--- config.mk ---
export PLATFORM = sky130hd
export DESIGN_NAME = go_back_n_sender_window_core
export DESIGN_NICKNAME = d
export VERILOG_FILES = /design/src/gbn_pkg.sv /design/src/go_back_n_sender_window_core.sv
export SDC_FILE = /design/constraint.sdc
export NUM_CORES = 1
export LEC_CHECK = 0
export BUFFER_PORTS_ARGS = -buffer_cell sky130_fd_sc_hd__buf_2
export CORE_MARGIN = 5
export CORE_UTILIZATION = 30
export DETAILED_ROUTE_END_ITERATION = 16
export GPL_ROUTABILITY_DRIVEN = 0
export MAX_ROUTING_LAYER = met4
export PLACE_DENSITY_LB_ADDON = 0.2
export SETUP_SLACK_MARGIN = 0.2
export SLEW_MARGIN = 25
export SYNTH_ARGS = -nofsm -noshare
export SYNTH_HDL_FRONTEND = slang
export SYNTH_SLANG_ARGS = --single-unit
--- constraint.sdc ---
create_clock -name i_clk -period 10.15 [get_ports i_clk]
set_input_delay 0.5075 -clock i_clk [delete_from_list [all_inputs] [get_ports i_clk]]
set_output_delay 0.5075 -clock i_clk [all_outputs]
set_load 0.02 [all_outputs]
--- src/gbn_pkg.sv ---
`timescale 1ns / 1ps
// ----------------------------------------------------------------------------
// Go-Back-N sender window package
// Window sizing, field types, result and command codes and FSM states.
// ----------------------------------------------------------------------------
package gbn_pkg;

    localparam int WINDOW    = 8;
    localparam int SEQ_BITS  = 32;
    localparam int TIME_BITS = 32;
    localparam int TO_BITS   = 16;
    localparam int SLOT_BITS = $clog2(WINDOW);
    localparam int CNT_BITS  = $clog2(WINDOW + 1);

    localparam logic [1:0] ACT_SEND = 2'd0;
    localparam logic [1:0] ACT_ACK  = 2'd1;
    localparam logic [1:0] ACT_TICK = 2'd2;

    localparam logic [1:0] KIND_TX   = 2'd0;
    localparam logic [1:0] KIND_RETX = 2'd1;
    localparam logic [1:0] KIND_FULL = 2'd2;
    localparam logic [1:0] KIND_ACK  = 2'd3;

    typedef struct packed {
        logic [1:0]  action;
        logic        ack_valid;
        logic [7:0]  ack_flags;
        logic [31:0] ack_seq;
    } t_cmd;

    typedef struct packed {
        logic [1:0]           kind;
        logic [31:0]          seq_no;
        logic [SLOT_BITS-1:0] slot;
        logic [31:0]          base_seq;
        logic                 last;
    } t_res;

    typedef enum logic [1:0] {
        ST_IDLE,
        ST_CHECK,
        ST_RESEND
    } t_state;

endpackage

--- src/go_back_n_sender_window_core.sv ---
`timescale 1ns / 1ps
// ----------------------------------------------------------------------------
// Go-Back-N sender window core
// Sequence assignment, cumulative ack tracking and timeout resend, with the
// per-slot send stamps held in a synchronous RAM.
// ----------------------------------------------------------------------------
//  channel   | ports                       | handshake
//  command   | start, busy, i_cmd          | beat taken when start & !busy
//  result    | o_res_valid, o_res          | one-cycle strobe, no back-pressure
//  config    | i_cfg_we, i_cfg_wdata       | written when i_cfg_we, timeout
//
//  Send, ack and ticks with nothing outstanding stay in idle; send and ack give a result the cycle after.
//  Other ticks: accept, then ST_CHECK compares the age of the oldest stamp with the
//  timeout; on expiry ST_RESEND resends each outstanding packet (up to WINDOW), one per cycle.
//  busy is high while a tick checks the stamp or walks the window.
//  Synchronous reset clears base, last sequence and time and sets the timeout to 100.
//  The result side cannot stall.
// ----------------------------------------------------------------------------
module go_back_n_sender_window_core (
    input  logic                          i_clk,
    input  logic                          i_rst_n,
    input  logic                          start,
    output logic                          busy,
    input  gbn_pkg::t_cmd                 i_cmd,
    output logic                          o_res_valid,
    output gbn_pkg::t_res                 o_res,
    input  logic                          i_cfg_we,
    input  logic [gbn_pkg::TO_BITS-1:0]   i_cfg_wdata
);

    localparam int SB = gbn_pkg::SEQ_BITS;
    localparam int TB = gbn_pkg::TIME_BITS;
    localparam int LB = gbn_pkg::SLOT_BITS;
    localparam int CB = gbn_pkg::CNT_BITS;

    gbn_pkg::t_state           r_state, n_state;
    logic [SB-1:0]             r_base, n_base;
    logic [SB-1:0]             r_last_seq, n_last_seq;
    logic [TB-1:0]             r_time, n_time;
    logic [gbn_pkg::TO_BITS-1:0] r_timeout;
    logic [SB-1:0]             r_first, n_first;
    logic [CB-1:0]             r_left, n_left;
    logic                      r_res_valid, n_res_valid;
    gbn_pkg::t_res             r_res, n_res;

    logic [TB-1:0]             mem [gbn_pkg::WINDOW];
    logic [TB-1:0]             r_rd_data;
    logic                      mem_we;
    logic [LB-1:0]             mem_waddr;
    logic [TB-1:0]             mem_wdata;
    logic                      mem_re;
    logic [LB-1:0]             mem_raddr;

    logic                      accept;
    logic [SB-1:0]             inflight;
    logic [SB-1:0]             next_seq;
    logic [SB-1:0]             ack_d;
    logic [TB-1:0]             age;

    assign busy      = (r_state != gbn_pkg::ST_IDLE);
    assign accept    = start && !busy;
    assign inflight  = r_last_seq - r_base;
    assign next_seq  = r_last_seq + SB'(1);
    assign ack_d     = SB'(i_cmd.ack_seq) - r_base;
    assign age       = r_time - r_rd_data;

    always_comb begin
        n_state     = r_state;
        n_base      = r_base;
        n_last_seq  = r_last_seq;
        n_time      = r_time;
        n_first     = r_first;
        n_left      = r_left;
        n_res_valid = 1'b0;
        n_res       = r_res;
        mem_we      = 1'b0;
        mem_waddr   = next_seq[LB-1:0];
        mem_wdata   = r_time;
        mem_re      = 1'b0;
        mem_raddr   = r_base[LB-1:0] + LB'(1);
        case (r_state)
            gbn_pkg::ST_IDLE: begin
                if (accept) begin
                    case (i_cmd.action)
                        gbn_pkg::ACT_SEND: begin
                            n_res_valid     = 1'b1;
                            n_res.base_seq  = 32'(r_base);
                            n_res.last      = 1'b1;
                            if (inflight < SB'(gbn_pkg::WINDOW)) begin
                                n_last_seq   = next_seq;
                                mem_we       = 1'b1;
                                n_res.kind   = gbn_pkg::KIND_TX;
                                n_res.seq_no = 32'(next_seq);
                                n_res.slot   = next_seq[LB-1:0];
                            end else begin
                                n_res.kind   = gbn_pkg::KIND_FULL;
                                n_res.seq_no = '0;
                                n_res.slot   = '0;
                            end
                        end
                        gbn_pkg::ACT_ACK: begin
                            if (i_cmd.ack_valid && i_cmd.ack_flags[0] &&
                                ack_d != '0 && !ack_d[SB-1]) begin
                                if (ack_d > inflight) begin
                                    n_base = r_last_seq;
                                end else begin
                                    n_base = SB'(i_cmd.ack_seq);
                                end
                            end
                            n_res_valid    = 1'b1;
                            n_res.kind     = gbn_pkg::KIND_ACK;
                            n_res.seq_no   = '0;
                            n_res.slot     = '0;
                            n_res.base_seq = 32'(n_base);
                            n_res.last     = 1'b1;
                        end
                        gbn_pkg::ACT_TICK: begin
                            n_time = r_time + TB'(1);
                            if (inflight != '0) begin
                                mem_re  = 1'b1;
                                n_first = r_base + SB'(1);
                                n_left  = inflight[CB-1:0];
                                n_state = gbn_pkg::ST_CHECK;
                            end
                        end
                        default: begin
                        end
                    endcase
                end
            end
            gbn_pkg::ST_CHECK: begin
                if (32'(age) >= 32'(r_timeout)) begin
                    n_state = gbn_pkg::ST_RESEND;
                end else begin
                    n_state = gbn_pkg::ST_IDLE;
                end
            end
            gbn_pkg::ST_RESEND: begin
                mem_we         = 1'b1;
                mem_waddr      = r_first[LB-1:0];
                n_res_valid    = 1'b1;
                n_res.kind     = gbn_pkg::KIND_RETX;
                n_res.seq_no   = 32'(r_first);
                n_res.slot     = r_first[LB-1:0];
                n_res.base_seq = 32'(r_base);
                n_res.last     = (r_left == CB'(1));
                n_first        = r_first + SB'(1);
                n_left         = r_left - CB'(1);
                if (r_left == CB'(1)) begin
                    n_state = gbn_pkg::ST_IDLE;
                end
            end
            default: begin
                n_state = gbn_pkg::ST_IDLE;
            end
        endcase
    end

    always_ff @(posedge i_clk) begin
        if (!i_rst_n) begin
            r_state     <= gbn_pkg::ST_IDLE;
            r_base      <= '0;
            r_last_seq  <= '0;
            r_time      <= '0;
            r_timeout   <= gbn_pkg::TO_BITS'(100);
            r_left      <= '0;
            r_res_valid <= 1'b0;
        end else begin
            r_state     <= n_state;
            r_base      <= n_base;
            r_last_seq  <= n_last_seq;
            r_time      <= n_time;
            r_left      <= n_left;
            r_res_valid <= n_res_valid;
            if (i_cfg_we) begin
                r_timeout <= i_cfg_wdata;
            end
        end
    end

    always_ff @(posedge i_clk) begin
        r_first <= n_first;
        r_res   <= n_res;
    end

    // stamp RAM, one write and one registered read port
    always_ff @(posedge i_clk) begin
        if (mem_we) begin
            mem[mem_waddr] <= mem_wdata;
        end
        if (mem_re) begin
            r_rd_data <= mem[mem_raddr];
        end
    end

    assign o_res_valid = r_res_valid;
    assign o_res       = r_res;

`ifndef NO_ASSERTIONS
    a_left_bound: assert property (@(posedge i_clk) disable iff (!i_rst_n)
        r_left <= CB'(gbn_pkg::WINDOW))
        else $error("resend count beyond window");

    a_inflight_bound: assert property (@(posedge i_clk) disable iff (!i_rst_n)
        inflight <= SB'(gbn_pkg::WINDOW))
        else $error("outstanding count beyond window");

    a_send_result: assert property (@(posedge i_clk) disable iff (!i_rst_n)
        accept && (i_cmd.action == gbn_pkg::ACT_SEND) |=>
            o_res_valid && o_res.last &&
            (o_res.kind == gbn_pkg::KIND_TX || o_res.kind == gbn_pkg::KIND_FULL))
        else $error("send request without result");

    a_retx_origin: assert property (@(posedge i_clk) disable iff (!i_rst_n)
        o_res_valid && (o_res.kind == gbn_pkg::KIND_RETX) |->
            $past(r_state == gbn_pkg::ST_RESEND))
        else $error("retransmit beat outside resend walk");

    a_retx_busy: assert property (@(posedge i_clk) disable iff (!i_rst_n)
        o_res_valid && (o_res.kind == gbn_pkg::KIND_RETX) && !o_res.last |->
            r_state == gbn_pkg::ST_RESEND)
        else $error("resend walk ended before last beat");
`endif

endmodule
Yosys cells after proc, flatten, opt, wreduce, memory -nomap -nowiden
Memory sizes are Yosys's and may differ from the RTL's. A register that Yosys moved wholly into a read port is not among the register bits.
Cells that the tools add are included.

storage, ports and cells
  input bits = 63
  flip-flop bits (word level) = 221
  ROM bits = 0
  RAM bits = 256
  latch bits = 0
  logic and storage cells = 89
  memories = 1
  output and inout port bits = 72

memory list
  name  words  width  read ports  clocked after Yosys merged registers in  write ports  RTL line                            source
  mem   8      32     1           1                                        1            go_back_n_sender_window_core.sv:46  logic [TB-1:0] mem [gbn_pkg::WINDOW];

operators by class
  divide/modulo/power cells = 0
  mux-type cells = 34
  shifts and indexed selects = 0
  reduce and logical (&&, ||, !) cells = 19
  $mul = 0
  magnitude comparators = 3
  eq/ne operators = 10
  bitwise gates (word level) = 0
  add/subtract/negate cells = 9

operators with widths
  operator                                                                        count
  70-bit case mux with 2 select lines                                             2
  32-bit two-way mux                                                              5
  32-bit by 1-bit adder with 32-bit output (second input constant)                4
  32-bit subtractor                                                               3
  70-bit two-way mux                                                              1
  32-bit case mux with 2 select lines                                             1
  32-bit nonzero test                                                             2
  37-bit two-way mux                                                              1
  32-bit by 16-bit >= comparator with 1-bit output                                1
  32-bit greater-than comparator                                                  1
  32-bit by 4-bit less-than comparator with 1-bit output (second input constant)  1
  4-bit two-way mux                                                               3
  4-bit AND reduction                                                             3
  1-bit two-way mux                                                               11
  2-bit two-way mux                                                               5
  3-bit AND reduction                                                             3
  4-bit case mux with 2 select lines                                              1
  2-bit inequality test (second input constant)                                   3
  2-bit case mux with 3 select lines                                              1
  2-bit by 1-bit == test with 1-bit output (second input constant)                2
  2-bit == test (second input constant)                                           2
  4-bit by 1-bit == test with 1-bit output (second input constant)                1
  1-bit logical AND                                                               4
  2-bit zero test                                                                 2
  9 further kinds                                                                 12

Longest topological paths before layout
Gate-level depths: netlist (run 1).

  depth in word-level cells = 8
  depth in mapped cells = 23
  depth with buffers taken out = 23

Least setup slack after synthesis (run 1)
Ideal clock, no wire load.

  path type = input-to-reg
  start = input port i_cmd[4] in the netlist's numbering
  end = register r_res, in the netlist o_res[24] (data pin)
  path slack = 4,963 ps
  data required time = 9,890 ps
  arrival = 4,927 ps
  path buffers = 1
  setup time = 260 ps
  stages on the path = 21
  path through = ha_1 a21o_1 a211oi_1 a21oi_1 a21o_1 a41oi_1 o21bai_1 a21oi_1 xnor2_1 ha_1 a21o_1 a21o_1 a21oi_1 nand2_1 a2111oi_0 nor4_1 a311o_1 nand2_1 buf_2 mux2_2 mux2_4

RTL lines
  what                    RTL line                             source
  start: declaration      go_back_n_sender_window_core.sv:24   input gbn_pkg::t_cmd i_cmd,
  end signal: assignment  go_back_n_sender_window_core.sv:183  r_res <= n_res;
  end: declaration        go_back_n_sender_window_core.sv:44   gbn_pkg::t_res r_res, n_res;

==> results.json, run 1 <==
{
  "cp.required_ns": 10.50,
  "synthCells": 2489,
  "die_w_um": 317,
  "clk_path_buf_depth": 3,
  "grt_usage_pct": 16.6,
  "area_growth_pct": 14.4,
  "postCtsSetupRepairBufs": 0,
  "pin_count": 135,
  "ir_worst_vdd_mv": 0.138,
  "fin_crit_sh_pct": 67.9,
  "start_util_pct": 30.3,
  "rsz0062_at_grt": "no",
  "synthFlopType": "edfxtp_1",
  "postCtsHoldBufs": 0,
  "vias": 20500,
  "setup_viol": 0,
  "grt_pass1_wl_um": 125000,
  "skew_ns": 0.0510,
  "dr.pass1.iters": 7,
  "hp-start": "i_cfg_wdata[0]",
  "cts_resized": 0,
  "die_height_um": 317,
  "reg2reg_setup_slack_ns": 3.26,
  "vias_per_cell": 5.24,
  "power_density_nw_per_um2": 155,
  "power.switching_w": 0.00132,
  "drc_errors": 0,
  "fmax_mhz": 145,
  "grt_pass1_vias": 20300,
  "seq_power_share_pct": 45.2,
  "wl_per_cell_um": 21.2,
  "finalHoldViolCount": 0,
  "syn_area_per_cell_um2": 11.4,
  "yosys.cell_types.count": 84,
  "pwr-share-comb_pct": 12.9,
  "arrival_ns": 7.24,
  "max_slew.worst_pin.slew_ns": 1.04,
  "syn-cell-area_um2": 28300,
  "swShare_pct": 26.2,
  "cap_violations": 0,
  "core_area_um2": 93500,
  "min_period_ns": 6.89,
  "p_leak_nw": 11.8,
  "relSlewSlack_pct": 30.8,
  "cts_buffers": 57,
  "synth_fp_nets": 2700,
  "htree_levels": 2,
  "r2r-end": "o_res[26]",
  "die_area_um2": 101000,
  "antenna_found_initial": 3,
  "internal_power_w": 0.00370,
  "cp-end-kind": "flip-flop",
  "layout.nets": 2816,
  "cp-start-kind": "flip-flop",
  "grt_overflow_total": 0,
  "clk_pin_slew_ns": 0.06,
  "clockPowerShare_pct": 41.9,
  "whs_endpoint": "r_timeout[0]",
  "grt_max_degree": 65,
  "ys_warn_count": 0,
  "criticalPathCategory": "flip-flop to flip-flop",
  "clk_latency_ns": 0.65,
  "yosysSeqAreaShare_pct": 49.5,
  "status": "completed",
  "hp-class": "input pin to flip-flop",
  "async_flop_share_pct": 0,
  "postLayoutCellArea_um2": 32400,
  "dp_hpwl_um": 57900,
  "portBuffers": 127,
  "clkSinkCount": 506,
  "routed_wl_um": 83000,
  "drive_above_1_share_pct": 17.2,
  "path_max_fanout": 19,
  "placed_area_um2": 30400,
  "ys_seq_elements": 506,
  "row_count": 112,
  "drt_iter0_drc": 1488,
  "cts_tree": "yes",
  "hold_depth": 3,
  "reg2reg_depth": 21,
  "synth_edf_count": 387,
  "ant_nets": 0,
  "fin_tns_setup_ns": 0,
  "finalMaxSlewViolations": 0,
  "root_buffer": "clkbuf_16",
  "regToRegStartpoint": "r_last_seq[0]"
}
## synthesized netlist by cell type (all sizes together), types with 8 or more instances
library cell	number	area [um2]
edfxtp	387	11600
nand3	80	405
mux2i	29	290
mux2	95	1180
and2	11	68.8
o31ai	24	185
and3	20	125
o211ai	29	218
nor3	29	145
o311ai	13	114
nand2b	23	144
xnor2	81	709
mux4	64	1440
ha	145	1810
nor2	151	567
o21bai	11	82.6
nor4	21	174
a31oi	11	68.8
o41ai	9	78.8
buf	28	160
inv	148	556
or3	21	131
nor2b	16	100
xor2	71	622
o21ai	148	744
o21a	21	158
o311a	31	310
a21o	49	368
nand4	39	244
clkbuf	74	282
and4	8	70.1
a2111oi	11	97.6
a21boi	27	203
a211oi	18	135
a21oi	124	621
dfxtp	119	2380
nand2	200	751
## power by group through the flow
| stage | combinational, W | clock [W] | sequential (W) |
|---|---|---|---|
| after floorplan | 0.000439 | 0 | 0.00232 |
| after global placement | 0.000637 | 0 | 0.00231 |
| after detailed placement | 0.000643 | 0 | 0.00231 |
| after CTS | 0.000648 | 0.00217 | 0.00227 |
| after global routing | 0.000709 | 0.00225 | 0.00227 |
| final | 0.000648 | 0.00210 | 0.00227 |
## through the flow
stage	utilization, %	setup slack, ns	instances	power, W	hold slack, ns
CTS	34.6	3.19	3907	0.00509	0.0532
global placement	32.5	2.84	3800	0.00295	0.476
finish	34.6	3.26	3908	0.00502	0.102
detailed placement	32.5	3.24	3800	0.00296	0.483
global route	34.6	2.77	3907	0.00523	0.0868
floorplan	-	4.96	2489	0.00276	0.459
## cells in the final DEF (no fill, tap or decap), types with 49 or more instances in the layout
cell and instances:
dfxtp_1 118, inv_1 147, nand3_1 79, a21oi_1 124, mux2_2 65, edfxtp_1 387, a21o_1 49, nand2_1 199
o21ai_0 141, nor2_1 142, xor2_1 70, ha_1 144, mux4_2 64, clkbuf_16 58, buf_2 126, xnor2_1 81
## worst max-delay path: stages, from the launching register on
cell      delay [ns]
dfxtp_1         0.45
inv_1           0.17
ha_1            0.24
fa_1            0.41
nand2b_1        0.18
a211oi_1        0.67
o21a_1          0.22
o21ai_0         0.09
buf_4           0.18
a21boi_0        0.17
o211ai_1        0.12
a32oi_1         0.25
xor2_1          0.40
inv_1           0.29
ha_1            0.38
nand4_1         0.20
nor4_1          0.41
a311o_1         0.39
nand2_2         0.44
buf_4           0.39
mux2_2          0.30
mux2_4          0.27
## cell families after synthesis
| group | synth area share (%) |
|---|---|
| AND/OR/NAND/NOR | 11.4 |
| AO/OA/AOI/OAI | 13.9 |
| flip-flops | 49.5 |
| buffers and inverters | 3.52 |
| multiplexers | 10.3 |
| XOR/XNOR | 4.71 |
| adder cells (fa/ha/maj) | 6.62 |
## area by class of cell
| cell class | instances | area (um2) |
|---|---|---|
| fillers | 9216 | 61100 |
| flip-flops and latches | 506 | 14000 |
| multi-input cells | 1733 | 13400 |
| well taps | 1254 | 1570 |
| clock buffers | 70 | 1550 |
| repair buffers | 159 | 878 |
| inverters | 148 | 556 |
| clock inverters | 37 | 388 |
| diodes | 1 | 2.50 |
## worst max path at each step
| stage | slack (ns) | cells after the start | startpoint | to |
|---|---|---|---|---|
| 5_1_grt | 2.77 | 20 | r_base[0] | o_res[27] |
| 6_report | 3.26 | 21 | r_last_seq[0] | o_res[26] |
| 3_5_place_dp | 3.24 | 21 | r_base[0] | o_res[26] |
| 3_3_place_gp | 2.84 | 21 | r_base[0] | o_res[26] |
| 2_1_floorplan | 4.96 | 21 | i_cmd[4] | o_res[24] |
| 4_1_cts | 3.19 | 21 | r_base[0] | o_res[26] |
## state kept, by name, indices dropped and copies added, names as in the netlist
register / cells
mem: 256
mem_wdata: 32
o_res: 67
o_res_valid: 1
r_base: 32
r_first: 32
r_last_seq: 32
r_left: 4
r_rd_data: 32
r_state: 2
r_timeout: 16
## layer usage
metal  track usage [%]  up-vias  routed length (um)
met5                 -        -                   0
met3              2.43      130                4220
met1              21.9    10100               37500
li1                  -     9678                   -
met4              4.92        0                2520
met2              26.8      564               38800
(Power assumes the default switching activity.)
==> inputs of run 2 (changes only) <==
- clock period: 10.15 -> 6.65 ns (I/O delays scaled with it)
==> results.json, run 2 (synthesis results as in run 1) <==
{
  "status": "completed",
  "regArea_um2": 14000,
  "routed_wl_um": 83700,
  "die_area_um2": 101000,
  "setup_viol": 0,
  "layout.nets": 2843,
  "cp-end-kind": "flip-flop",
  "dr.pass1.iters": 5,
  "cp.required_ns": 7.01,
  "finalHoldViolCount": 0,
  "row_count": 112,
  "antenna_found_initial": 4,
  "fin_hold_ws_ns": 0.108,
  "final_cell_mix": "387 x edfxtp_1, 200 x nand2_1, 147 x inv_1",
  "grt_pass1_wl_um": 126000,
  "cts_tree": "yes",
  "vias": 20700,
  "hp-class": "input pin to flip-flop",
  "fmax_mhz": 166,
  "area_growth_pct": 15.1,
  "pre_cts_slack_ns": 0.701,
  "p_leak_nw": 11.9,
  "pin_count": 135,
  "ir_worst_vdd_mv": 0.199,
  "ant_nets": 0,
  "fillers": 9312,
  "htree_levels": 2,
  "max_slew.worst_pin.slew_ns": 0.916,
  "wl_per_cell_um": 21.3,
  "die_w_um": 317,
  "arrival_ns": 6.38,
  "final_common_cell": "edfxtp_1",
  "rsz0062_at_grt": "no",
  "min_period_ns": 6.02,
  "dp_hpwl_um": 59300,
  "finalMaxSlewViolations": 0,
  "clk_path_buf_depth": 3,
  "top_register": "mem",
  "clk_latency_ns": 0.65,
  "multi_input_area_um2": 13400,
  "criticalPathCategory": "flip-flop to flip-flop",
  "path_max_fanout": 18,
  "cap_violations": 0,
  "cts_resized": 0,
  "drt_iter0_drc": 1460,
  "grt_max_degree": 68,
  "core_area_um2": 93500,
  "relSlewSlack_pct": 38.3,
  "largest_reg_flops": 256,
  "cts_buffers": 57,
  "drc_errors": 0,
  "portBuffers": 127,
  "clk_pin_slew_ns": 0.06,
  "drive_above_1_share_pct": 17.2,
  "start_util_pct": 30.3,
  "vias_per_cell": 5.26,
  "skew_ns": 0.0518,
  "grt_usage_pct": 16.7,
  "grt_pass1_vias": 20300,
  "die_height_um": 317,
  "cp-start-kind": "flip-flop",
  "setup_slack_ns": 0.630,
  "clkSinkCount": 506,
  "fin_crit_sh_pct": 90.5,
  "fin_tns_setup_ns": 0,
  "power_density_nw_per_um2": 233,
  "root_buffer": "clkbuf_16",
  "grt_overflow_total": 0,
  "postCtsSetupRepairBufs": 0
}
## run 2: changes by cell type in the layout (fill, tap and decap cells not counted), moves of 2 or more
cell,before,now
clkinv_1,9,7
dlygate4sd3_1,0,16
clkinvlp_4,5,3
clkinv_4,4,2
buf_4,33,42
inv_6,3,0
clkbuf_1,7,16
## run 2: repair_timing
action                     4_1_cts  5_1_grt
setup endpoints to repair        0        0
hold endpoints to repair        16        0
hold buffers                    16        0
## run 2: cell type report
type	count	area share, %
sequential	506	43.0
multi-input combinational	1733	41.2
clock buffer	79	4.85
tap	1254	4.82
timing repair buffer	186	3.49
inverter	148	1.71
clock inverter	28	0.888
antenna	2	0.0154
## run 2: metrics by stage
stage / cell area (um2) / util (%) / instances / total power [W]
6_report: 32600 / 34.8 / 3936 / 0.00760
5_1_grt: 32600 / 34.8 / 3934 / 0.00792
4_1_cts: 32500 / 34.8 / 3934 / 0.00769
3_5_place_dp: 30500 / 32.6 / 3811 / 0.00452
3_3_place_gp: 30500 / 32.6 / 3811 / 0.00451
2_1_floorplan: 28300 / - / 2489 / 0.00422
## run 2: final timing paths
path                                    start            to  slack [ns]  depth (start not counted)
worst max-delay path            r_last_seq[0]      o_res[9]        0.63                         23
worst min-delay path                  i_rst_n  r_timeout[2]        0.11                          2
worst max register to register  r_last_seq[0]      o_res[9]        0.63                         23
worst min register to register   r_timeout[5]  r_timeout[5]        0.49                          2
## run 2: per-layer routing
| layer | track usage, % | part of all wire [%] | wire (um) |
|---|---|---|---|
| met4 | 4.49 | 2.7 | 2220 |
| met1 | 22.8 | 46 | 38300 |
| met3 | 1.68 | 4.8 | 3990 |
| met2 | 27.0 | 47 | 39200 |
| met5 | - | 0 | 0 |
## run 2: where the power goes
group	switching (W)	internal (W)	total (W)
registers	0.0000317	0.00343	0.00346
clock network	0.00134	0.00179	0.00313
logic	0.000599	0.000405	0.00100
total	0.00197	0.00563	0.00760
## run 2: critical path, stage by stage, from the launching register on
cell	delay, ns
dfxtp_1	0.46
inv_1	0.17
ha_1	0.24
fa_1	0.40
nand2b_1	0.18
a211oi_1	0.30
buf_4	0.20
o21a_1	0.15
o21ai_0	0.09
buf_4	0.18
a21boi_0	0.19
o211ai_1	0.13
a32oi_1	0.26
xor2_1	0.36
inv_1	0.12
ha_1	0.33
a21o_1	0.16
a21oi_1	0.16
o21ai_0	0.15
a311o_1	0.37
nand2_1	0.11
buf_4	0.33
mux2_2	0.39
mux2_4	0.27
==> inputs of run 3 (changes only) <==
- clock period: 6.65 -> 4.9 ns (I/O delays scaled with it)
==> results.json, run 3 (synthesis results as in run 1) <==
{
  "cts_tree": "yes",
  "drive_above_1_share_pct": 28.6,
  "grt_overflow_total": 0,
  "skew_ns": 0.0381,
  "relSlewSlack_pct": 22.9,
  "final_cell_mix": "387 x edfxtp_1, 299 x buf_4, 197 x nand2_1",
  "power_density_nw_per_um2": 304,
  "vias_per_cell": 5.18,
  "dp_hpwl_um": 66100,
  "htree_levels": 2,
  "fin_cells": 4240,
  "status": "finished, violations left",
  "antenna_found_initial": 3,
  "grt_usage_pct": 18.2,
  "area_growth_pct": 27.0,
  "grt_pass1_wl_um": 137000,
  "start_util_pct": 30.3,
  "violations": "setup timing",
  "grt_max_degree": 75,
  "cap_violations": 0,
  "portBuffers": 127,
  "routed_wl_um": 91100,
  "grt_pass1_vias": 21800,
  "ant_nets": 0,
  "max_slew.worst_pin.slew_ns": 1.15,
  "cp-start-kind": "flip-flop",
  "drt_iter0_drc": 1788,
  "pin_count": 135,
  "row_count": 112,
  "min_period_ns": 5.03,
  "layout.nets": 3145,
  "placed_area_um2": 32700,
  "finalMaxSlewViolations": 0,
  "path_max_fanout": 6,
  "drc_errors": 0,
  "cp-end-kind": "flip-flop",
  "arrival_ns": 5.43,
  "hp-class": "input pin to flip-flop",
  "top_register": "mem",
  "die_height_um": 317,
  "clkSinkCount": 506,
  "dr.pass1.iters": 6,
  "clk_pin_slew_ns": 0.06,
  "root_buffer": "clkbuf_16",
  "fin_hold_ws_ns": 0.0339,
  "rsz0062_at_grt": "yes",
  "regArea_um2": 14000,
  "fin_tns_setup_ns": -2.13,
  "clk_latency_ns": 0.65,
  "cts_buffers": 58,
  "placed_cells": 4077,
  "clk_path_buf_depth": 3,
  "core_area_um2": 93500,
  "die_area_um2": 101000,
  "fillers": 9143,
  "ir_worst_vdd_mv": 0.344,
  "fin_crit_sh_pct": 103,
  "multi_input_area_um2": 14200,
  "setup_slack_ns": -0.134,
  "wl_per_cell_um": 21.5,
  "die_w_um": 317,
  "setup_viol": 36,
  "cp.required_ns": 5.30,
  "largest_reg_flops": 256,
  "criticalPathCategory": "flip-flop to flip-flop",
  "final_common_cell": "edfxtp_1",
  "finalHoldViolCount": 0,
  "fmax_mhz": 199,
  "vias": 22000,
  "postLayoutCellArea_um2": 35900,
  "p_leak_nw": 13.6
}
==> run 3: changes by cell type in the layout (fill, tap and decap cells not counted), moves of 13 or more <==
cell | previous run | this run
a21oi_2 | 0 | 13
a21oi_1 | 124 | 111
buf_12 | 1 | 18
mux2_2 | 65 | 34
ha_4 | 0 | 16
mux2_4 | 30 | 61
buf_4 | 42 | 299
ha_1 | 144 | 120
dlygate4sd3_1 | 16 | 32
==> run 3: worst max-delay path, cell delays in order, from the launching register on <==
cell,delay (ns)
dfxtp_4,0.35
buf_6,0.12
ha_4,0.15
fa_2,0.34
nand2b_4,0.16
a211oi_4,0.28
o21a_1,0.24
o21ai_4,0.11
a21boi_2,0.15
o211ai_1,0.10
a32oi_1,0.27
xor2_1,0.28
inv_2,0.10
ha_4,0.27
nand4_1,0.21
nor2_1,0.16
nand2_1,0.08
nor4_2,0.16
a311o_1,0.23
nand2_4,0.11
buf_6,0.15
buf_6,0.11
buf_12,0.13
mux2_4,0.30
mux2_4,0.26
==> run 3: final cells by class <==
type	instances	area share, %
antenna	2	0.0139
clock inverter	28	0.759
timing repair buffer	487	10.4
inverter	148	1.55
sequential	506	39.0
tap	1254	4.37
multi-input combinational	1733	39.5
clock buffer	82	4.48
==> run 3: metal layers <==
metal  global-route usage, %  share of wire, %  up-vias
met5                       -                 0        -
met4                    5.87               3.7        0
met3                    2.24               5.0      143
met2                    28.9                46      596
met1                    24.4                45    10900
li1                        -                 -    10300
==> run 3: path summary, 6_finish.rpt <==
| path | slack (ns) | depth (start not counted) | start | end |
|---|---|---|---|---|
| max | -0.13 | 24 | r_base[0] | o_res[16] |
| min | 0.03 | 3 | i_cmd[9] | r_base[9] |
| max reg2reg | -0.13 | 24 | r_base[0] | o_res[16] |
| min reg2reg | 0.50 | 2 | r_timeout[3] | r_timeout[3] |
==> run 3: where the power goes <==
group,switching (W),leakage [nW],internal (W),total [W]
clock network,0.00187,0.906,0.00242,0.00429
logic,0.00101,7.98,0.000949,0.00196
registers,0.0000315,4.72,0.00466,0.00469
total,0.00292,13.6,0.00802,0.0109
==> run 3: repair_timing <==
| action | 4_1_cts | 5_1_grt |
|---|---|---|
| hold endpoints to repair | 31 | 0 |
| pin swaps | 74 | 18 |
| resized for setup | 116 | 60 |
| buffers inserted | 12 | 4 |
| cloned | 2 | 0 |
| hold buffers | 32 | 0 |
| endpoints found under the setup margin | 124 | 336 |
==> run 3: stage by stage <==
step / worst slack, ns / utilization (%) / total power (W)
global placement: -0.482 / 35.0 / 0.00632
floorplan: -0.0804 / - / 0.00575
finish: -0.134 / 38.4 / 0.0109
CTS: -0.120 / 38.1 / 0.0110
detailed placement: -0.494 / 35.0 / 0.00635
global route: -0.308 / 38.4 / 0.0114
